**config.mk**
```make
export PLATFORM = sky130hd
export DESIGN_NAME = etf_front_flat
export DESIGN_NICKNAME = d
export VERILOG_FILES = /design/src/rtl/etf_pkg.sv /design/src/rtl/etf_point_if.sv /design/src/rtl/etf_front.sv /design/src/flat_wrapper.sv
export SDC_FILE = /design/constraint.sdc
export NUM_CORES = 1
export LEC_CHECK = 0
export BUFFER_PORTS_ARGS = -buffer_cell sky130_fd_sc_hd__buf_2
export CAP_MARGIN = 5
export CORE_ASPECT_RATIO = 1.25
export CORE_MARGIN = 3
export CORE_UTILIZATION = 48
export DETAILED_ROUTE_END_ITERATION = 10
export PLACE_DENSITY = 0.87
export SYNTH_ARGS = -nofsm -noshare
export SYNTH_HDL_FRONTEND = slang
export SYNTH_SLANG_ARGS = --single-unit
export TNS_END_PERCENT = 5
```
**constraint.sdc**
```tcl
create_clock -name i_clk -period 3.9 [get_ports i_clk]
set_input_delay 0.195 -clock i_clk [delete_from_list [all_inputs] [get_ports i_clk]]
set_output_delay 0.195 -clock i_clk [all_outputs]
set_load 0.02 [all_outputs]
```
**src/rtl/etf_pkg.sv**
```systemverilog
// ============================================================================
// etf_pkg - shared types and constants for the escape-time fractal pixel
// Fixed-point format, configuration register codes, queue entry and
// result layouts used across the front end, the iteration core and checker.
// ============================================================================
package etf_pkg;

    // fixed-point coordinate format (signed Q4.28)
    localparam int COORD_WIDTH = 32;
    localparam int FRAC_BITS   = 28;

    // derived arithmetic widths
    localparam int PROD_W = 2 * COORD_WIDTH;          // full signed product
    localparam int SQ_W   = PROD_W - FRAC_BITS;       // product after shift
    localparam int EXT_W  = SQ_W + 2;                 // headroom for sums before clamp

    // register and field widths
    localparam int ITER_W      = 16;
    localparam int ITER_CNT_W  = ITER_W + 1;
    localparam int RADIUS_W    = 31;
    localparam int COLOR_W     = 8;
    localparam int CFG_DATA_W  = 32;
    localparam int CFG_INDEX_W = 3;

    // queue between front end and core
    localparam int QUEUE_DEPTH = 2;

    // reset values of the configuration registers
    localparam logic [ITER_W-1:0]   MAX_ITER_RST = ITER_W'(256);
    localparam logic [RADIUS_W-1:0] RADIUS_RST   = RADIUS_W'(32'h4000_0000);
    localparam logic [COLOR_W-1:0]  SPAN_RST     = COLOR_W'(255);

    // configuration register indexes
    typedef enum logic [CFG_INDEX_W-1:0] {
        CFG_MAX_ITER    = 3'd0,
        CFG_RADIUS_SQ   = 3'd1,
        CFG_PAL_OFFSET  = 3'd2,
        CFG_PAL_SPAN    = 3'd3,
        CFG_INSIDE      = 3'd4,
        CFG_JULIA_MODE  = 3'd5,
        CFG_CONST_RE    = 3'd6,
        CFG_CONST_IM    = 3'd7
    } t_cfg_index;

    typedef logic signed [COORD_WIDTH-1:0] t_coord;

    // classified request: starting orbit point and additive constant
    typedef struct packed {
        t_coord zr;
        t_coord zi;
        t_coord cr;
        t_coord ci;
    } t_job;

    // settings the front end needs for classification
    typedef struct packed {
        logic   julia_mode;
        t_coord const_re;
        t_coord const_im;
    } t_front_cfg;

    // settings the iteration core needs
    typedef struct packed {
        logic [ITER_W-1:0]   iter_limit;
        logic [RADIUS_W-1:0] escape_radius_sq;
        logic [COLOR_W-1:0]  pal_base;
        logic [COLOR_W-1:0]  pal_len;
        logic [COLOR_W-1:0]  inside_color;
    } t_core_cfg;

    // one finished pixel
    typedef struct packed {
        logic [COLOR_W-1:0]    pix_color;
        logic                  escaped;
        logic [ITER_CNT_W-1:0] iter_count;
    } t_result;

endpackage

```
**src/rtl/etf_point_if.sv**
```systemverilog
// ============================================================================
// etf_point_if - pixel coordinate request channel
// Valid/ready handshake carrying one complex coordinate in signed Q4.28.
// ============================================================================
interface etf_point_if;

    logic                                   valid;
    logic                                   ready;
    logic signed [etf_pkg::COORD_WIDTH-1:0] point_re;
    logic signed [etf_pkg::COORD_WIDTH-1:0] point_im;

    modport source (output valid, output point_re, output point_im, input ready);
    modport sink   (input valid, input point_re, input point_im, output ready);

endinterface

```
**src/rtl/etf_front.sv**
```systemverilog
// ============================================================================
// etf_front - request intake and classification
// Picks the orbit start and constant for Mandelbrot or Julia mode and
// holds classified requests in a short queue ahead of the iteration core.
// ============================================================================
module etf_front (
    input  logic                i_clk,
    input  logic                i_rst_n,
    input  etf_pkg::t_front_cfg i_cfg,
    etf_point_if.sink           i_point,
    output logic                o_job_valid,
    output etf_pkg::t_job       o_job,
    input  logic                i_job_pop
);

    localparam int PTR_W = (etf_pkg::QUEUE_DEPTH > 1) ? $clog2(etf_pkg::QUEUE_DEPTH) : 1;
    localparam int CNT_W = $clog2(etf_pkg::QUEUE_DEPTH + 1);

    etf_pkg::t_job          r_slot [etf_pkg::QUEUE_DEPTH];
    logic [PTR_W-1:0]       r_wr_ptr, n_wr_ptr;
    logic [PTR_W-1:0]       r_rd_ptr, n_rd_ptr;
    logic [CNT_W-1:0]       r_count, n_count;
    etf_pkg::t_job          job_in;
    logic                   push;

    // classify: mandelbrot starts at zero with c = point, julia starts at the point
    always_comb begin
        if (i_cfg.julia_mode) begin
            job_in.zr = i_point.point_re;
            job_in.zi = i_point.point_im;
            job_in.cr = i_cfg.const_re;
            job_in.ci = i_cfg.const_im;
        end else begin
            job_in.zr = '0;
            job_in.zi = '0;
            job_in.cr = i_point.point_re;
            job_in.ci = i_point.point_im;
        end
    end

    assign i_point.ready = (r_count != CNT_W'(etf_pkg::QUEUE_DEPTH));
    assign push          = i_point.valid && i_point.ready;
    assign o_job_valid   = (r_count != '0);
    assign o_job         = r_slot[r_rd_ptr];

    // pointer and fill count update
    always_comb begin
        n_wr_ptr = r_wr_ptr;
        n_rd_ptr = r_rd_ptr;
        n_count  = r_count;
        if (push) begin
            n_wr_ptr = (r_wr_ptr == PTR_W'(etf_pkg::QUEUE_DEPTH - 1)) ? '0 : r_wr_ptr + 1'b1;
        end
        if (i_job_pop) begin
            n_rd_ptr = (r_rd_ptr == PTR_W'(etf_pkg::QUEUE_DEPTH - 1)) ? '0 : r_rd_ptr + 1'b1;
        end
        if (push && !i_job_pop) begin
            n_count = r_count + 1'b1;
        end else if (!push && i_job_pop) begin
            n_count = r_count - 1'b1;
        end
    end

    // queue control
    always_ff @(posedge i_clk) begin
        if (!i_rst_n) begin
            r_wr_ptr <= '0;
            r_rd_ptr <= '0;
            r_count  <= '0;
        end else begin
            r_wr_ptr <= n_wr_ptr;
            r_rd_ptr <= n_rd_ptr;
            r_count  <= n_count;
        end
    end

    // queue storage
    always_ff @(posedge i_clk) begin
        if (push) begin
            r_slot[r_wr_ptr] <= job_in;
        end
    end

endmodule

```
**src/flat_wrapper.sv**
```systemverilog
// flat-port wrapper written by rule: the top's interface ports become plain ports
module etf_front_flat 
  (i_clk, i_rst_n, i_cfg, o_job_valid, o_job, i_job_pop, i_point_valid, i_point_point_re, i_point_point_im, i_point_ready);
  etf_point_if i_point_i ();
  input  logic i_clk;
  input  logic i_rst_n;
  input  etf_pkg::t_front_cfg i_cfg;
  output logic o_job_valid;
  output etf_pkg::t_job o_job;
  input  logic i_job_pop;
  input wire logic [$bits(i_point_i.valid)-1:0] i_point_valid;
  input wire logic [$bits(i_point_i.point_re)-1:0] i_point_point_re;
  input wire logic [$bits(i_point_i.point_im)-1:0] i_point_point_im;
  output wire logic [$bits(i_point_i.ready)-1:0] i_point_ready;
  assign i_point_i.valid = i_point_valid;
  assign i_point_i.point_re = i_point_point_re;
  assign i_point_i.point_im = i_point_point_im;
  assign i_point_ready = i_point_i.ready;
  etf_front u_core (.i_clk(i_clk), .i_rst_n(i_rst_n), .i_cfg(i_cfg), .i_point(i_point_i), .o_job_valid(o_job_valid), .o_job(o_job), .i_job_pop(i_job_pop));
endmodule
```
==> flow_summary.ini, run 1 <==
[synthesis]
synth_area_leader_cell = edfxtp_1
seq_area_frac_synth_pct = 72.6
synth_cell_type_count = 21
synth_flop_cell = edfxtp_1
syn_area_per_cell_um2 = 19.0
async_reset_ff_share_pct = 0
yosysTopAreaCellShare_pct = 71.7
yosys_warnings = 0
netlist_top_cells_count = edfxtp_1 (256), mux2_2 (192), and2_1 (68), buf_6 (13), buf_4 (7)
ys_seq_elements = 261
synthCells = 564
synth_area_um2 = 10700
yosysMostFrequentCell = edfxtp_1
synth_nets = 698
synth_area_leaders = edfxtp_1 (72%), mux2_2 (20%), and2_1 (4.0%), buf_6 (1.4%), dfxtp_1 (0.93%)
synth_edf_count = 256

[worst_setup_path]
start_kind = flop
path_max_fanout = 63
slowest_delay_ps = 780
crit_buf_inv = 2
worst-endpoint-arrival_ps = 2320
r2r-start = u_core.r_count[0]
slowest_stage = dfxtp_4
worstPathRequired_ps = 3700
reg2reg_slack_ps = 1770
crit_family = flip-flops
crit_type = flop to output port
end_kind = output port
path_cells = buf_12 -> mux2_2 -> buf_2

[layout]
multi_input_area_um2 = 2700
regArea_um2 = 7790
n_fill_cell = 1546
area_delta_synth_final_pct = 26.8
fin_nets = 1015
layout-drive-gt1-share_pct = 56.0

[die]
boundaryPins = 263
die_area_um2 = 24200
dieWidth_um = 140
dieHeight_um = 173
start_util_pct = 49.3
coreArea_um2 = 21800
row_count = 60

[pwr]
share_comb_of_total_power_pct = 17.5
internal_power_mw = 5.42
sequentialPowerShare_pct = 48.7
pwr_density_cell_nw_per_um2 = 531
power.share.clock_pct = 33.8
irDropWorstVdd_uv = 354
swShare_pct = 24.9
p_sw_mw = 1.80
p_leak_nw = 5.14

[route]
drc_errors = 0
viasPerCell = 5.15
routed_wl_mm = 22.7
detailroute.via_count = 6084
drtIter0Drc = 383
wire_per_inst_um = 19.2
ant_nets = 0
first_pass_iters = 4

[sta]
fin_crit_ps = 2520
rsz0062_at_grt = no
fin_skew_ps = 9.58
finalSetupViolCount = 0
tightest_slew_ps = 1190
relSlewSlack_pct = 20.4
finalCritPeriodShare_pct = 64.6
setup_tns_ps = 0
setup_ws_ps = 1380
hold_violations = 0
final_max_slew_viol_count = 0
fmax_mhz = 397

[grt]
grt_remaining_overflow = 0
grt_max_degree = 111
grtUsageTotal_pct = 18.0
antenna_found_initial = 3
grt_pass1_wl_mm = 35.1
first_global_vias = 6653

[clock_tree]
cts_resized = 0
cts-root-buf = clkbuf_16
clkTransAtPathRegs_ps = 60
clockBufferDepth = 3
htreeDepth = 1
cts_tree = built
clkSinkCount = 261
cts_buffers = 26
clkLatencyLatePin_ps = 510

[min_path]
min_from = i_point_point_re[28]
min_path_type = input pin to flop

[run_status]
status = complete, no violations

[run]
max-cap-violations = 0

[placed_design]
place_ws_ps = 1800
place_hpwl_mm = 14.2
gp_congestion = 0.790
io_buffers = 262
[final cells by class]
type                       instances  area share [%]
multi-input combinational        273            19.9
timing repair buffer             317            13.8
clock inverter                    13            1.04
clock buffer                      34            5.24
antenna                            3          0.0552
sequential                       261            57.3
inverter                           2          0.0736
tap                              279            2.57
[cells by family after synthesis]
| logic type | synth area share, % |
|---|---|
| buffers and inverters | 2.23 |
| AOI/OAI and AO/OA | 0.280 |
| DFF | 72.6 |
| adders and majority gates | 0.117 |
| and+or+nand+nor | 4.34 |
| muxes | 20.2 |
| xor gates and xnor gates | 0.245 |
[metrics by stage]
step | utilization (%) | cell area [um^2] | cells | total power, mW | hold WS [ps]
4_1_cts | 62.4 | 13600 | 1179 | 7.30 | 0.600
3_5_place_dp | 56.3 | 12300 | 1085 | 4.81 | 462
5_1_grt | 62.4 | 13600 | 1182 | 7.51 | 0.775
6_report | 62.4 | 13600 | 1182 | 7.22 | 21.2
3_3_place_gp | 56.3 | 12300 | 1085 | 4.77 | 458
2_1_floorplan | - | 10700 | 564 | 4.39 | 317
[power groups by stage]
| stage | registers [mW] | logic, mW | clock network [mW] |
|---|---|---|---|
| after floorplan | 3.56 | 0.834 | 0 |
| after global placement | 3.56 | 1.22 | 0 |
| after detailed placement | 3.58 | 1.23 | 0 |
| after CTS | 3.52 | 1.28 | 2.50 |
| after global routing | 3.54 | 1.34 | 2.63 |
| final | 3.52 | 1.26 | 2.44 |
[state kept, by name (all words and copies together) (netlist names), named ones only]
name             cells
u_core.r_slot      256
u_core.r_count       2
u_core.r_rd_ptr      1
u_core.r_wr_ptr      1
[final timing paths]
kind	end	cells after the start
hold reg to reg	u_core.r_count[1]	2
hold / removal	u_core.r_slot[1][124]	2
setup reg to reg	u_core.r_slot[0][51]	4
setup / recovery	o_job[72]	3
[per-layer routing]
layer  wire length (um)  GRT usage (%)  vias to the layer above
met5                  0              0                        -
met4                907           7.55                        0
li1                   -              -                     2812
met1               8250           20.0                     2997
met2              12400           33.8                      217
met3               1150           3.10                       58
[cells in the final DEF (no fill, tap or decap), drive strengths merged]
| cell | count |
|---|---|
| buf | 270 |
| a21bo | 1 |
| dfxtp | 5 |
| clkinv | 7 |
| clkbuf | 34 |
| and2 | 68 |
| diode | 3 |
| a21boi | 2 |
| edfxtp | 256 |
| o21ai | 1 |
| nand3b | 1 |
| ha | 1 |
| nand2b | 1 |
| xor2 | 2 |
| or3 | 1 |
| bufinv | 3 |
| dlygate4sd3 | 47 |
| clkinvlp | 3 |
| or2 | 1 |
| and3 | 1 |
| inv | 2 |
| xnor2 | 1 |
| mux2 | 192 |
[what timing repair did]
action                                 4_1_cts  5_1_grt
setup buffers                                0        0
hold buffers                                47        0
endpoints found under the hold margin       92        0
Note: power is estimated with default switching activity, not from simulation.
==> run 2: changes to the inputs <==
CORE_UTILIZATION = 53   (was 48)
PLACE_DENSITY = 0.9   (was 0.87)
clock period = 2.6 ns   (was 3.9 ns; I/O delays follow)
==> run 2 against run 1 <==
  * Hold slack gained 270 ps
  * Flip-flop and latch count is the same
  * Critical path type unchanged
  * Combinational power rose by 72%
  * Sequential power grew 50%
  * Largest cell class unchanged
  * Count of clock-buffer cells in the layout decreased by 4
  * Clock skew grew 1.4 ps
  * Highest routed layer unchanged
==> flow_summary.ini, run 2 (same netlist as run 1, synthesis figures left out) <==
[clock_tree]
cts_buffers = 25
clkLatencyLatePin_ps = 510
clkSinkCount = 261
cts_resized = 0
htreeDepth = 1
clkTransAtPathRegs_ps = 60
cts-root-buf = clkbuf_16
clockBufferDepth = 3
cts_tree = built

[layout]
layout_commonest_cell = buf_2
top_regs = u_core.r_slot: 256 flops, u_core.r_count: 2 flops
fin_nets = 1148
largest_reg_flops = 256
layout-drive-gt1-share_pct = 49.0
final_cell_mix = buf_2 (261), edfxtp_1 (256), mux2_2 (192), dlygate4sd3_1 (180), and2_1 (68)
layoutNonFillerInstCount = 1297
top_register = u_core.r_slot
area_delta_synth_final_pct = 38.7

[worst_setup_path]
path_cells = buf_12 -> mux2_2 -> buf_2
start_kind = flop
worstPathRequired_ps = 2470
r2r-start = u_core.r_count[1]
worstReg2RegEnd = u_core.r_slot[0][122]
crit_type = flop to output port
worst-endpoint-arrival_ps = 2170
reg2reg_slack_ps = 750
slowest_stage = mux2_2
end_kind = output port
slowest_delay_ps = 430
path_max_fanout = 126
r2r_cells = 4

[die]
boundaryPins = 263
start_util_pct = 54.5
dieWidth_um = 133
dieHeight_um = 165
die_area_um2 = 22000
coreArea_um2 = 19700
row_count = 57

[route]
first_pass_iters = 5
viasPerCell = 5.23
wire_per_inst_um = 21.2
drtIter0Drc = 445
routed_wl_mm = 27.4
ant_nets = 0
detailroute.via_count = 6785
drc_errors = 0

[grt]
grt_remaining_overflow = 0
grt_pass1_wl_mm = 40.7
grtUsageTotal_pct = 24.1
first_global_vias = 7575
grt_max_degree = 127
antenna_found_initial = 3

[sta]
fmax_mhz = 434
relSlewSlack_pct = 40.7
tightest_slew_ps = 890
rsz0062_at_grt = no
finalCritPeriodShare_pct = 88.5
finalSetupViolCount = 0
hold_violations = 0
fin_crit_ps = 2300
fin_skew_ps = 11.0
final_max_slew_viol_count = 0

[pwr]
p_leak_nw = 5.68
pwr_density_cell_nw_per_um2 = 731
swShare_pct = 25.9
share_comb_of_total_power_pct = 20.0
total_power_mw = 10.9
irDropWorstVdd_uv = 505
power.share.clock_pct = 31.5
sequentialPowerShare_pct = 48.5
internal_power_mw = 8.05
p_sw_mw = 2.82

[min_path]
whs_endpoint = u_core.r_slot[0][112]
min_from = i_cfg[64]
holdPathStages = 3
min_path_type = input pin to flop

[placed_design]
place_hpwl_mm = 14.1
gp_congestion = 0.754
io_buffers = 262
dp_cells = 1072

[run_status]
status = complete, no violations

[run]
max-cap-violations = 0
## run 2: what timing repair did
item,in CTS,in global routing
buffers inserted,0,0
endpoints found under the hold margin,261,0
hold buffers,180,0
## run 2: layout make-up
class | instances | area [um^2]
repair buffers | 451 | 3270
diodes | 3 | 7.51
inverters | 2 | 11.3
well taps | 265 | 332
clock inverters | 12 | 110
multi-input cells | 273 | 2700
fillers | 1107 | 4810
clock buffers | 30 | 644
flip-flops and latches | 261 | 7790
## run 2: metrics by stage
step           setup slack [ps]  setup TNS, ps  cell area [um^2]  hold WS (ps)  utilization (%)
3_3_place_gp                772              0             12300           389             62.5
3_5_place_dp                725              0             12300           409             62.5
5_1_grt                     304              0             14900           308             75.5
6_report                    298              0             14900           296             75.5
4_1_cts                     377              0             14900           274             75.5
2_1_floorplan              -338         -43240             10700           252                -
## run 2: critical path, delay by kind of cell (launching register included)
family                 cells  cell delay (ps)
muxes                      1              430
DFF                        1              360
buffers and inverters      2              580
## run 2: power groups by stage
stage	Sequential [mW]	Combinational, mW	Clock (mW)
4_1_cts	5.25	2.13	3.46
6_report	5.27	2.17	3.43
5_1_grt	5.29	2.30	3.65
2_1_floorplan	5.32	1.25	0
3_5_place_dp	5.33	1.88	0
3_3_place_gp	5.30	1.86	0
## run 2: per-layer routing
metal	track usage, %	wire length (um)
met5	0	0
met4	11.6	1330
met3	4.33	1460
met2	46.7	15400
met1	24.9	9240
## run 2: worst max path at each step
stage,from,end,slack (ps),cells after the start
floorplan,u_core.r_count[0],u_core.r_slot[0][0],-340,3
global placement,u_core.r_count[0],u_core.r_slot[0][58],770,4
detailed placement,u_core.r_count[0],u_core.r_slot[0][62],730,4
CTS,flop,o_job[1],380,3
global route,flop,o_job[67],300,3
finish,flop,o_job[107],300,3
==> run 3: changes to the inputs <==
CAP_MARGIN = 30   (was 5)
CORE_UTILIZATION = 55   (was 53)
CTS_BUF_LIST = sky130_fd_sc_hd__clkbuf_2 sky130_fd_sc_hd__clkbuf_4 sky130_fd_sc_hd__clkbuf_8   (was default)
PLACE_DENSITY = 0.84   (was 0.9)
==> run 3 against run 2 <==
  * Wire length down 3.7%
  * Global-route usage increased by 0.47 points
  * Sequential power is essentially flat
  * Highest routed layer unchanged
==> flow_summary.ini, run 3 (same netlist as run 1, synthesis figures left out) <==
[clock_tree]
clkSinkCount = 261
clkLatencyLatePin_ps = 510
cts_resized = 0
cts-root-buf = clkbuf_8
htreeDepth = 2
clkTransAtPathRegs_ps = 60
clockBufferDepth = 3
cts_tree = built
cts_buffers = 41

[worst_setup_path]
worstReg2RegEnd = u_core.r_slot[0][27]
slowest_stage = dfxtp_4
r2r_cells = 4
slowest_delay_ps = 620
reg2reg_slack_ps = 1060
crit_type = flop to output port
end_kind = output port
crit_buf_inv = 2
start_kind = flop
worstPathRequired_ps = 2470
crit_family = flip-flops
worst-endpoint-arrival_ps = 2030
path_cells = buf_12 -> mux2_2 -> buf_2
path_max_fanout = 40
r2r-start = u_core.r_count[0]

[route]
wire_per_inst_um = 19.8
first_pass_iters = 5
dr.max_layer_used = met4
routed_wl_mm = 26.4
wl_met1_mm = 9.10
detailroute.via_count = 6864
viasPerCell = 5.15
wl_met2_mm = 14.6
drtIter0Drc = 486
dr_wl_met3_mm = 1.30
ant_nets = 0
drc_errors = 0

[layout]
area_delta_synth_final_pct = 40.2
fin_nets = 1175
largest_reg_flops = 256
final_cell_mix = buf_2 (261), edfxtp_1 (256), mux2_2 (192), dlygate4sd3_1 (189), and2_1 (68)
top_regs = u_core.r_slot: 256 flops, u_core.r_count: 2 flops
layout-drive-gt1-share_pct = 50.2
layout_commonest_cell = buf_2
layoutNonFillerInstCount = 1332
top_register = u_core.r_slot
n_fill_cell = 975

[grt]
grt_max_degree = 66
grt_pass1_wl_mm = 39.9
first_global_vias = 7732
grt_remaining_overflow = 0
antenna_found_initial = 2
grtUsageTotal_pct = 24.5

[sta]
finalSetupViolCount = 0
relSlewSlack_pct = 61.6
setup_ws_ps = 442
fmax_mhz = 463
final_max_slew_viol_count = 0
tightest_slew_ps = 576
rsz0062_at_grt = no
fin_skew_ps = 13.8
fin_hold_ws_ps = 302
finalCritPeriodShare_pct = 83.0
hold_violations = 0
setup_tns_ps = 0
fin_crit_ps = 2160

[min_path]
holdPathStages = 2
min_path_type = input pin to flop
min_from = i_cfg[64]
whs_endpoint = u_core.r_slot[1][114]

[placed_design]
place_ws_ps = 982
place_hpwl_mm = 13.9
gp_congestion = 0.831
dp_cells = 1070
io_buffers = 262

[die]
die_area_um2 = 21200
boundaryPins = 263
coreArea_um2 = 19000
dieHeight_um = 162
row_count = 56
dieWidth_um = 131
start_util_pct = 56.5

[pwr]
p_leak_nw = 5.79
irDropWorstVdd_uv = 693
pwr_density_cell_nw_per_um2 = 726
total_power_mw = 10.9

[run]
max-cap-violations = 0

[run_status]
status = complete, no violations
run 3: changes by cell type in the layout (fill, tap and decap cells not counted), moves of 2 or more:
cell / change
buf_4: +2
clkbuf_1: -5
clkbuf_16: -25
clkbuf_4: +15
clkbuf_8: +44
clkinv_1: +3
clkinv_2: -3
dlygate4sd3_1: +9
run 3: layer usage:
layer / up-vias / track usage, %
li1: 3131 / -
met1: 3353 / 25.4
met2: 278 / 45.1
met3: 102 / 4.90
met4: 0 / 14.0
met5: - / 0
run 3: layout make-up:
cell class	instances	area [um^2]	area share [%]
Inverter	2	11.3	0.0749
Multi-Input combinational cell	273	2700	18.0
Antenna cell	2	5.00	0.0333
Clock inverter	12	105	0.699
Clock buffer	59	718	4.78
Tap cell	261	327	2.17
Sequential cell	261	7790	51.8
Timing Repair Buffer	462	3380	22.5
run 3: how the worst max path moves through the flow:
stage                      startpoint                  end  slack, ps  depth (start not counted)
finish                           flop            o_job[94]        440                          3
global route                     flop            o_job[30]        340                          3
CTS                              flop            o_job[94]        420                          3
detailed placement               flop            o_job[48]        980                          3
floorplan           u_core.r_count[0]  u_core.r_slot[0][0]       -340                          3
global placement                 flop            o_job[43]        960                          3
run 3: through the flow:
stage	cell area, um^2	utilization (%)
after floorplan	10700	-
after global placement	12300	64.9
after detailed placement	12300	64.9
after CTS	15000	79.2
after global routing	15000	79.2
final	15000	79.2
run 3: what timing repair did:
action,CTS,global route
buffers inserted,0,0
hold buffers,189,0
endpoints found under the hold margin,261,0
run 3: power by group:
group	leakage, nW	switching, mW	internal (mW)
sequential	2.46	0.135	5.15
combinational	2.89	1.19	0.961
clock	0.435	1.52	1.97
